### src/usc_pkg.sv
`timescale 1ns / 1ps
// ----------------------------------------------------------------------------
// usc_pkg
// Constants, field types and the March-based month offset table for the
// seconds counter to calendar converter.
// ----------------------------------------------------------------------------
package usc_pkg;

	typedef logic [31:0] secs_t;
	typedef logic [11:0] year_t;
	typedef logic [3:0]  month_t;
	typedef logic [4:0]  mday_t;
	typedef logic [4:0]  hour_t;
	typedef logic [5:0]  minsec_t;
	typedef logic [2:0]  wday_t;

	// conversion direction on func
	localparam logic FUNC_ENCODE = 1'b0;
	localparam logic FUNC_DECODE = 1'b1;

	localparam int SECS_PER_DAY = 86400;
	localparam int EPOCH_JDN    = 2440588;
	localparam int GREG_OFFSET  = 32045;
	localparam int INV_OFFSET   = 32044;
	localparam int DAYS_400Y    = 146097;
	localparam int DAYS_4Y      = 1461;
	localparam int YEAR_SHIFT   = 4800;

	localparam int PIPE_DEPTH   = 8;

	// encode: day count of the epoch on the shifted scale
	localparam int JDN_BIAS     = GREG_OFFSET + EPOCH_JDN;

	// decode: a = day + A_OFF, century index b is one of three values
	localparam int A_OFF        = EPOCH_JDN + INV_OFFSET;
	localparam int B_MIN        = 67;
	localparam int DAY_B68      = ((B_MIN + 1) * DAYS_400Y) / 4 - A_OFF;
	localparam int DAY_B69      = ((B_MIN + 2) * DAYS_400Y) / 4 - A_OFF;
	localparam int C_B67        = A_OFF - (B_MIN * DAYS_400Y) / 4;

	// weekday of the epoch, Monday is zero
	localparam int EPOCH_WDAY   = (EPOCH_JDN % 7);

	// reciprocal multipliers for division by constants
	localparam int DAY_SHIFT    = 25;
	localparam int DAY_RECIP    = (1 << DAY_SHIFT) / (SECS_PER_DAY / 128);
	localparam int Y100_SHIFT   = 19;
	localparam int Y100_RECIP   = ((1 << Y100_SHIFT) + 99) / 100;
	localparam int HOUR_SHIFT   = 29;
	localparam int HOUR_RECIP   = ((1 << HOUR_SHIFT) + 3599) / 3600;
	localparam int MIN_SHIFT    = 18;
	localparam int MIN_RECIP    = ((1 << MIN_SHIFT) + 59) / 60;
	localparam int WD_SHIFT     = 19;
	localparam int WD_RECIP     = ((1 << WD_SHIFT) + 6) / 7;
	localparam int D4Y_SHIFT    = 29;
	localparam int D4Y_RECIP    = ((1 << D4Y_SHIFT) + DAYS_4Y - 1) / DAYS_4Y;
	localparam int MON_SHIFT    = 19;
	localparam int MON_RECIP    = ((1 << MON_SHIFT) + 152) / 153;

	// days from March 1 to the start of March-based month m: (153*m+2)/5
	function automatic logic [8:0] mar_days(input logic [3:0] m);
		logic [8:0] r;
		case (m)
			4'd0:    r = 9'd0;
			4'd1:    r = 9'd31;
			4'd2:    r = 9'd61;
			4'd3:    r = 9'd92;
			4'd4:    r = 9'd122;
			4'd5:    r = 9'd153;
			4'd6:    r = 9'd184;
			4'd7:    r = 9'd214;
			4'd8:    r = 9'd245;
			4'd9:    r = 9'd275;
			4'd10:   r = 9'd306;
			4'd11:   r = 9'd337;
			4'd12:   r = 9'd367;
			default: r = 9'd0;
		endcase
		return r;
	endfunction

endpackage

### src/unix_seconds_calendar_convert_core.sv
`timescale 1ns / 1ps
// ----------------------------------------------------------------------------
// unix_seconds_calendar_convert_core
// Seconds since 1970-01-01 to and from Gregorian date and time, by way of
// the Julian day number, in an eight stage pipeline.
// ----------------------------------------------------------------------------
// usage
//   A beat is taken at a rising edge with start high and busy low. busy is
//   tied low: the pipeline takes a beat in every cycle.
//   func = 0 encodes year/month/day/hour/minute/second into seconds_out
//   (modulo 2^32, day of month unchecked); the date, time and weekday outputs are zero.
//   func = 1 decodes seconds_in into date, time and weekday (Monday = 0);
//   seconds_out is zero.
//   Each result is shown for one cycle with done high, once its beat has
//   passed through every stage of the pipeline.
//   Throughput is one beat per cycle; latency is set by the chain of
//   reciprocal multiplies (day split, century/year split, month split).
//   The receiver cannot stall, so there is no back pressure path.
//   Reset clears the stage valid bits; no result is shown until the
//   pipeline has been refilled.
// ----------------------------------------------------------------------------
module unix_seconds_calendar_convert_core (
	input  logic                 clk,
	input  logic                 arst_n,
	input  logic                 start,
	output logic                 busy,
	output logic                 done,
	input  logic                 func,
	input  usc_pkg::secs_t       seconds_in,
	input  usc_pkg::year_t       year_in,
	input  usc_pkg::month_t      month_in,
	input  usc_pkg::mday_t       day_in,
	input  usc_pkg::hour_t       hour_in,
	input  usc_pkg::minsec_t     minute_in,
	input  usc_pkg::minsec_t     second_in,
	output usc_pkg::secs_t       seconds_out,
	output usc_pkg::year_t       year_out,
	output usc_pkg::month_t      month_out,
	output usc_pkg::mday_t       day_out,
	output usc_pkg::hour_t       hour_out,
	output usc_pkg::minsec_t     minute_out,
	output usc_pkg::minsec_t     second_out,
	output usc_pkg::wday_t       weekday_out
);

	logic [usc_pkg::PIPE_DEPTH-1:0] vld_s;
	logic [usc_pkg::PIPE_DEPTH-1:0] func_s;
	logic accept;

	// encode path
	logic        early;
	logic [3:0]  m_enc;
	logic [13:0] y_s1;
	logic [8:0]  moff_s1;
	logic [4:0]  dayE_s1;
	logic [4:0]  hourE_s1;
	logic [5:0]  minE_s1;
	logic [5:0]  secE_s1;
	logic [26:0] y100_prod;
	logic [21:0] y365_s2;
	logic [11:0] y4_s2;
	logic [7:0]  y100_s2;
	logic [8:0]  moff_s2;
	logic [4:0]  dayE_s2;
	logic [16:0] tode_s2;
	logic [21:0] jdn_enc;
	logic [31:0] days_s3;
	logic [16:0] tode_s3;
	logic [31:0] eprod_s4;
	logic [16:0] tode_s4;
	logic [31:0] enc_s5;
	logic [31:0] enc_s6;
	logic [31:0] enc_s7;

	// decode path
	logic [40:0] q0_prod;
	logic [31:0] cnt_s1;
	logic [15:0] q0_s1;
	logic [32:0] r0_full;
	logic [17:0] r0_s2;
	logic [15:0] q0_s2;
	logic        r0_ovf;
	logic [15:0] day_s3;
	logic [16:0] tod_s3;
	logic        b68;
	logic        b69;
	logic [15:0] c_next;
	logic [34:0] hour_prod;
	logic [15:0] w_next;
	logic [32:0] wd_prod;
	logic [6:0]  b_s4;
	logic [15:0] c_s4;
	logic [4:0]  hour_s4;
	logic [16:0] tod_s4;
	logic [15:0] w_s4;
	logic [13:0] q7_s4;
	logic [36:0] d_prod;
	logic [6:0]  b_s5;
	logic [15:0] c_s5;
	logic [6:0]  d_s5;
	logic [4:0]  hour_s5;
	logic [11:0] hrem_s5;
	logic [2:0]  wd_s5;
	logic [24:0] min_prod;
	logic [6:0]  b_s6;
	logic [8:0]  e_s6;
	logic [6:0]  d_s6;
	logic [4:0]  hour_s6;
	logic [5:0]  minute_s6;
	logic [11:0] hrem_s6;
	logic [2:0]  wd_s6;
	logic [22:0] mon_prod;
	logic [6:0]  b_s7;
	logic [8:0]  e_s7;
	logic [6:0]  d_s7;
	logic [3:0]  m_s7;
	logic [4:0]  hour_s7;
	logic [5:0]  minute_s7;
	logic [5:0]  sec_s7;
	logic [2:0]  wd_s7;
	logic        wrap;
	logic [12:0] year_full;

	// output stage
	logic [31:0] seconds_s8;
	logic [11:0] year_s8;
	logic [3:0]  month_s8;
	logic [4:0]  mday_s8;
	logic [4:0]  hour_s8;
	logic [5:0]  minute_s8;
	logic [5:0]  second_s8;
	logic [2:0]  wday_s8;

	assign busy   = 1'b0;
	assign accept = start && !busy;
	assign done   = vld_s[usc_pkg::PIPE_DEPTH-1];

	always_ff @(posedge clk or negedge arst_n) begin
		if (!arst_n) begin
			vld_s <= '0;
		end else begin
			vld_s <= {vld_s[usc_pkg::PIPE_DEPTH-2:0], accept};
		end
	end

	always_ff @(posedge clk) begin
		func_s <= {func_s[usc_pkg::PIPE_DEPTH-2:0], func};
	end

	// ---------------- encode ----------------
	always_comb begin
		early     = (month_in <= 4'd2);
		m_enc     = early ? (month_in + 4'd9) : (month_in - 4'd3);
		y100_prod = 27'(y_s1) * 27'(usc_pkg::Y100_RECIP);
		jdn_enc   = 22'(dayE_s2) + 22'(moff_s2) + y365_s2 + 22'(y4_s2)
		          - 22'(y100_s2) + 22'(y100_s2 >> 2);
	end

	always_ff @(posedge clk) begin
		y_s1     <= 14'(year_in) + 14'(usc_pkg::YEAR_SHIFT) - 14'(early);
		moff_s1  <= usc_pkg::mar_days(m_enc);
		dayE_s1  <= day_in;
		hourE_s1 <= hour_in;
		minE_s1  <= minute_in;
		secE_s1  <= second_in;

		y365_s2  <= 22'(y_s1) * 22'd365;
		y4_s2    <= 12'(y_s1 >> 2);
		y100_s2  <= 8'(y100_prod >> usc_pkg::Y100_SHIFT);
		moff_s2  <= moff_s1;
		dayE_s2  <= dayE_s1;
		tode_s2  <= 17'(hourE_s1) * 17'd3600 + 17'(minE_s1) * 17'd60 + 17'(secE_s1);

		days_s3  <= 32'(jdn_enc) - 32'(usc_pkg::JDN_BIAS);
		tode_s3  <= tode_s2;

		eprod_s4 <= days_s3 * 32'(usc_pkg::SECS_PER_DAY);
		tode_s4  <= tode_s3;

		enc_s5   <= eprod_s4 + 32'(tode_s4);
		enc_s6   <= enc_s5;
		enc_s7   <= enc_s6;
	end

	// ---------------- decode ----------------
	always_comb begin
		// day estimate from count / 128 / 675, low by at most one
		q0_prod   = 41'(seconds_in[31:7]) * 41'(usc_pkg::DAY_RECIP);
		r0_full   = 33'(cnt_s1) - 33'(q0_s1) * 33'(usc_pkg::SECS_PER_DAY);
		r0_ovf    = (r0_s2 >= 18'(usc_pkg::SECS_PER_DAY));
		b68       = (day_s3 >= 16'(usc_pkg::DAY_B68));
		b69       = (day_s3 >= 16'(usc_pkg::DAY_B69));
		if (b69) begin
			c_next = day_s3 - 16'(usc_pkg::DAY_B69);
		end else if (b68) begin
			c_next = day_s3 - 16'(usc_pkg::DAY_B68);
		end else begin
			c_next = day_s3 + 16'(usc_pkg::C_B67);
		end
		hour_prod = 35'(tod_s3) * 35'(usc_pkg::HOUR_RECIP);
		w_next    = day_s3 + 16'(usc_pkg::EPOCH_WDAY);
		wd_prod   = 33'(w_next) * 33'(usc_pkg::WD_RECIP);
		d_prod    = 37'({c_s4, 2'b11}) * 37'(usc_pkg::D4Y_RECIP);
		min_prod  = 25'(hrem_s5) * 25'(usc_pkg::MIN_RECIP);
		mon_prod  = 23'(11'(e_s6) * 11'd5 + 11'd2) * 23'(usc_pkg::MON_RECIP);
		wrap      = (m_s7 >= 4'd10);
		year_full = 13'(b_s7) * 13'd100 + 13'(d_s7) + 13'(wrap)
		          - 13'(usc_pkg::YEAR_SHIFT);
	end

	always_ff @(posedge clk) begin
		cnt_s1    <= seconds_in;
		q0_s1     <= 16'(q0_prod >> usc_pkg::DAY_SHIFT);

		r0_s2     <= 18'(r0_full);
		q0_s2     <= q0_s1;

		day_s3    <= q0_s2 + 16'(r0_ovf);
		tod_s3    <= r0_ovf ? 17'(r0_s2 - 18'(usc_pkg::SECS_PER_DAY)) : 17'(r0_s2);

		b_s4      <= 7'(usc_pkg::B_MIN) + 7'(b68) + 7'(b69);
		c_s4      <= c_next;
		hour_s4   <= 5'(hour_prod >> usc_pkg::HOUR_SHIFT);
		tod_s4    <= tod_s3;
		w_s4      <= w_next;
		q7_s4     <= 14'(wd_prod >> usc_pkg::WD_SHIFT);

		b_s5      <= b_s4;
		c_s5      <= c_s4;
		d_s5      <= 7'(d_prod >> usc_pkg::D4Y_SHIFT);
		hour_s5   <= hour_s4;
		hrem_s5   <= 12'(tod_s4 - 17'(hour_s4) * 17'd3600);
		wd_s5     <= 3'(w_s4 - 16'(q7_s4) * 16'd7);

		b_s6      <= b_s5;
		e_s6      <= 9'(c_s5 - 16'((18'(d_s5) * 18'(usc_pkg::DAYS_4Y)) >> 2));
		d_s6      <= d_s5;
		hour_s6   <= hour_s5;
		minute_s6 <= 6'(min_prod >> usc_pkg::MIN_SHIFT);
		hrem_s6   <= hrem_s5;
		wd_s6     <= wd_s5;

		b_s7      <= b_s6;
		e_s7      <= e_s6;
		d_s7      <= d_s6;
		m_s7      <= 4'(mon_prod >> usc_pkg::MON_SHIFT);
		hour_s7   <= hour_s6;
		minute_s7 <= minute_s6;
		sec_s7    <= 6'(hrem_s6 - 12'(minute_s6) * 12'd60);
		wd_s7     <= wd_s6;

		// output stage: one direction's fields, the other side zero
		if (func_s[usc_pkg::PIPE_DEPTH-2] == usc_pkg::FUNC_DECODE) begin
			seconds_s8 <= '0;
			year_s8    <= 12'(year_full);
			month_s8   <= wrap ? (m_s7 - 4'd9) : (m_s7 + 4'd3);
			mday_s8    <= 5'(e_s7 - usc_pkg::mar_days(m_s7) + 9'd1);
			hour_s8    <= hour_s7;
			minute_s8  <= minute_s7;
			second_s8  <= sec_s7;
			wday_s8    <= wd_s7;
		end else begin
			seconds_s8 <= enc_s7;
			year_s8    <= '0;
			month_s8   <= '0;
			mday_s8    <= '0;
			hour_s8    <= '0;
			minute_s8  <= '0;
			second_s8  <= '0;
			wday_s8    <= '0;
		end
	end

	assign seconds_out = seconds_s8;
	assign year_out    = year_s8;
	assign month_out   = month_s8;
	assign day_out     = mday_s8;
	assign hour_out    = hour_s8;
	assign minute_out  = minute_s8;
	assign second_out  = second_s8;
	assign weekday_out = wday_s8;

	// ---------------- assertions ----------------
	a_done_latency: assert property (@(posedge clk) disable iff (!arst_n)
		done |-> $past(accept, usc_pkg::PIPE_DEPTH))
		else $error("result beat without a matching start beat");

	a_day_correction: assert property (@(posedge clk) disable iff (!arst_n)
		vld_s[1] |-> (r0_s2 < 18'(2 * usc_pkg::SECS_PER_DAY)))
		else $error("day estimate off by more than one");

	a_century_rem: assert property (@(posedge clk) disable iff (!arst_n)
		vld_s[4] |-> (c_s5 <= 16'd36524))
		else $error("century remainder out of range");

	a_year_rem: assert property (@(posedge clk) disable iff (!arst_n)
		vld_s[5] |-> (e_s6 <= 9'd365))
		else $error("day of year out of range");

	a_decode_range: assert property (@(posedge clk) disable iff (!arst_n)
		(done && func_s[usc_pkg::PIPE_DEPTH-1] == usc_pkg::FUNC_DECODE) |->
		(month_out >= 4'd1 && month_out <= 4'd12 && day_out >= 5'd1
		 && hour_out <= 5'd23 && minute_out <= 6'd59 && second_out <= 6'd59
		 && weekday_out <= 3'd6))
		else $error("decoded field out of range");

endmodule
### config.mk
export PLATFORM = sky130hd
export DESIGN_NAME = unix_seconds_calendar_convert_core
export DESIGN_NICKNAME = d
export VERILOG_FILES = /design/src/usc_pkg.sv /design/src/unix_seconds_calendar_convert_core.sv
export SDC_FILE = /design/constraint.sdc
export NUM_CORES = 2
export LEC_CHECK = 0
export ABC_AREA = 1
export BUFFER_PORTS_ARGS = -buffer_cell sky130_fd_sc_hd__buf_2
export CORE_ASPECT_RATIO = 0.75
export CORE_MARGIN = 3
export CORE_UTILIZATION = 50
export DETAILED_ROUTE_END_ITERATION = 8
export GPL_TIMING_DRIVEN = 0
export PLACE_DENSITY = 0.77
export REMOVE_ABC_BUFFERS = 1
export SYNTH_ARGS = -nofsm -noshare
export SYNTH_HDL_FRONTEND = slang
export SYNTH_SLANG_ARGS = --single-unit
### constraint.sdc
create_clock -name clk -period 14.8 [get_ports clk]
set_input_delay 0.74 -clock clk [delete_from_list [all_inputs] [get_ports clk]]
set_output_delay 0.74 -clock clk [all_outputs]
set_load 0.01 [all_outputs]
==> flow_summary.toml <==
[clock_network]
htree_levels = 3
clockBufferDepth = 3
cts_tree = "built"
clkTransAtPathRegs_ns = 0.07
cts.repair.resized = 0
cts.sinks = 649
cts_inserted_buffers = 68
cts_root_buffer = "clkbuf_16"
clkLatencyLatePin_ns = 0.66

[floorplanning]
start_util = 0.508
coreArea_um2 = 112000
dieArea_um2 = 118000
die-width_um = 396
row_count = 106
die_h_um = 299
io_pins = 149

[drt]
drt-initial-drc-count = 1891
vias = 39600
drc = 0
drtPass1Iterations = 5
drtAntennaViolNets = 0
wl_per_cell_um = 15.2
routed_wl_um = 122000
via_per_inst = 4.94

[yosys]
mappedNetlistArea_um2 = 57100
yosys_register_bits = 649
syn_area_per_cell_um2 = 9.12
ys_types = 60
synth_edf_count = 0
async_flop_share = 0.0123
ys_warn_count = 0
syn-instance-count = 6258
synth_ff_type = "dfxtp_1"
yosysSeqAreaShare = 0.228

[timing]
hold_violations = 0
maxSlewHeadroom = 0.430
grt_setup_unrepaired = "false"
min_period_ns = 7.10
fin_skew_ns = 0.0353
worst_pin_slew_ns = 0.855
tns_ns = 0
fin_crit_sh = 0.479
finalMaxSlewViolations = 0
setup_viol = 0
fmax_mhz = 141

[layout]
multi_input_area_um2 = 38100
drive_gt1_frac = 0.0509
fin_nets = 8243
fill_cells = 9973
num_antenna_cells = 0
area.sequential_um2 = 13000
layout_commonest_cell = "inv_1"
layout_common_cells = "inv_1, ha_1, nand2_1"
syn2layout_area_growth_pct = 8.38

[critical_path]
crit_path_frequent_cell = "inv_1"
worstPathMaxFanout = 8
crit_slowest_cell = "xor2_1"
endpoint_kind = "flip-flop"
rr_startpoint = "e_s6[1]"
max_stage_delay_ns = 0.57
path_class = "reg -> reg"
crit_path_start_kind = "flip-flop"
arrival_ns = 7.61
required_ns = 15.31
critPathLaunch = "e_s6[1]"

[status]
status = "finished, final reports clean"

[min_path]
hp-class = "in -> reg"
hold_start = "second_in[1]"

[global_routing]
grt_pass1_vias = 40800
grt_pass1_wl_um = 204000
antenna_found_initial = 4
gr-total-overflow = 0
grt.total_usage = 0.213
grt_max_degree = 68

[placed_design]
io_buffer_count = 147
dp_hpwl_um = 104000
routabilityCongestion = 0.938

[flow_run]
cap_violations = 0
-- final timing paths --
path,end,slack [ns],cells after the start
max,flip-flop,7.70,29
min,secE_s1[1],0.18,1
max reg2reg,flip-flop,7.70,29
min reg2reg,tode_s3[6],0.29,0
max in group asynchronous,vld_s[6],14.20,2
min in group asynchronous,vld_s[0],0.44,2
-- synth_stat cells, types with 18 or more instances --
cell         n  area share
inv_1     1541        0.10
ha_1      1137        0.25
nand2_1    715       0.047
dfxtp_1    641        0.22
fa_1       579        0.20
a21oi_1    303       0.027
nor2_1     279       0.018
xor2_1     210       0.032
o21ai_0    170       0.015
nand3_1    159       0.014
xnor2_1    108       0.017
nand4_1     49      0.0054
nor3_1      40      0.0035
a21o_1      35      0.0046
a31oi_1     32      0.0035
nand2_2     23      0.0025
o21bai_1    22      0.0029
o21a_1      18      0.0024
-- layer usage --
metal,track usage,vias up,part of all wire
met3,0.0524,157,0.073
met2,0.320,909,0.41
li1,-,20000,-
met4,0.0456,6,0.020
met5,0,-,0.00034
met1,0.308,18500,0.49
-- sequential cells by signal, summed over array words and instances (netlist names), 17 cells and up, named ones only --
| signal | cells |
|---|---|
| enc_s5 | 32 |
| days_s3 | 23 |
| eprod_s4 | 25 |
| cnt_s1 | 18 |
| enc_s6 | 32 |
| tode_s4 | 17 |
| tod_s3 | 17 |
| enc_s7 | 32 |
| y365_s2 | 22 |
| tode_s2 | 17 |
| seconds_out | 32 |
| r0_s2 | 18 |
| tode_s3 | 17 |
-- timing repair --
| action | 4_1_cts | 5_1_grt |
|---|---|---|
| endpoints found under the setup margin | 0 | 0 |
| hold endpoints to repair | 8 | 0 |
| setup buffers | 0 | 0 |
| hold buffers | 1 | 0 |
-- logic make-up after synthesis --
kind of cell,synth area share
buffers and inverters,0.105
AOI/OAI and AO/OA,0.0668
DFF,0.228
other,0.0000657
adders and majority gates,0.453
xor gates and xnor gates,0.0497
and+or+nand+nor,0.0980
-- per-stage QoR --
step	cells	hold slack [ns]	setup WS (ns)	instance area (µm²)	util
after detailed placement	7894	0.312	7.80	59600	0.530
after CTS	8016	0.122	7.77	61800	0.550
after floorplan	6235	0.310	8.91	56900	-
final	8016	0.180	7.70	61800	0.550
after global routing	8016	0.139	7.22	61800	0.550
after global placement	7894	0.310	7.93	59600	0.530
-- area by class of cell --
type	count	area share
well taps	1512	0.0306
inverters	1556	0.0945
flip-flops and latches	649	0.211
repair buffers	148	0.0121
multi-input cells	4030	0.616
clock buffers	84	0.0298
clock inverters	37	0.00668
-- worst max-delay path: cells and delay by family (launching register included) --
kind | cells | cell delay [ns]
xor gates and xnor gates | 1 | 0.57
adders and majority gates | 8 | 3.30
buffers and inverters | 5 | 0.40
DFF | 1 | 0.54
and+or+nand+nor | 9 | 1.01
AOI/OAI and AO/OA | 6 | 1.10
Power is left out: the tool's default activity adds up to more than one toggle a clock period on the data nets, which glitch-free logic cannot reach.
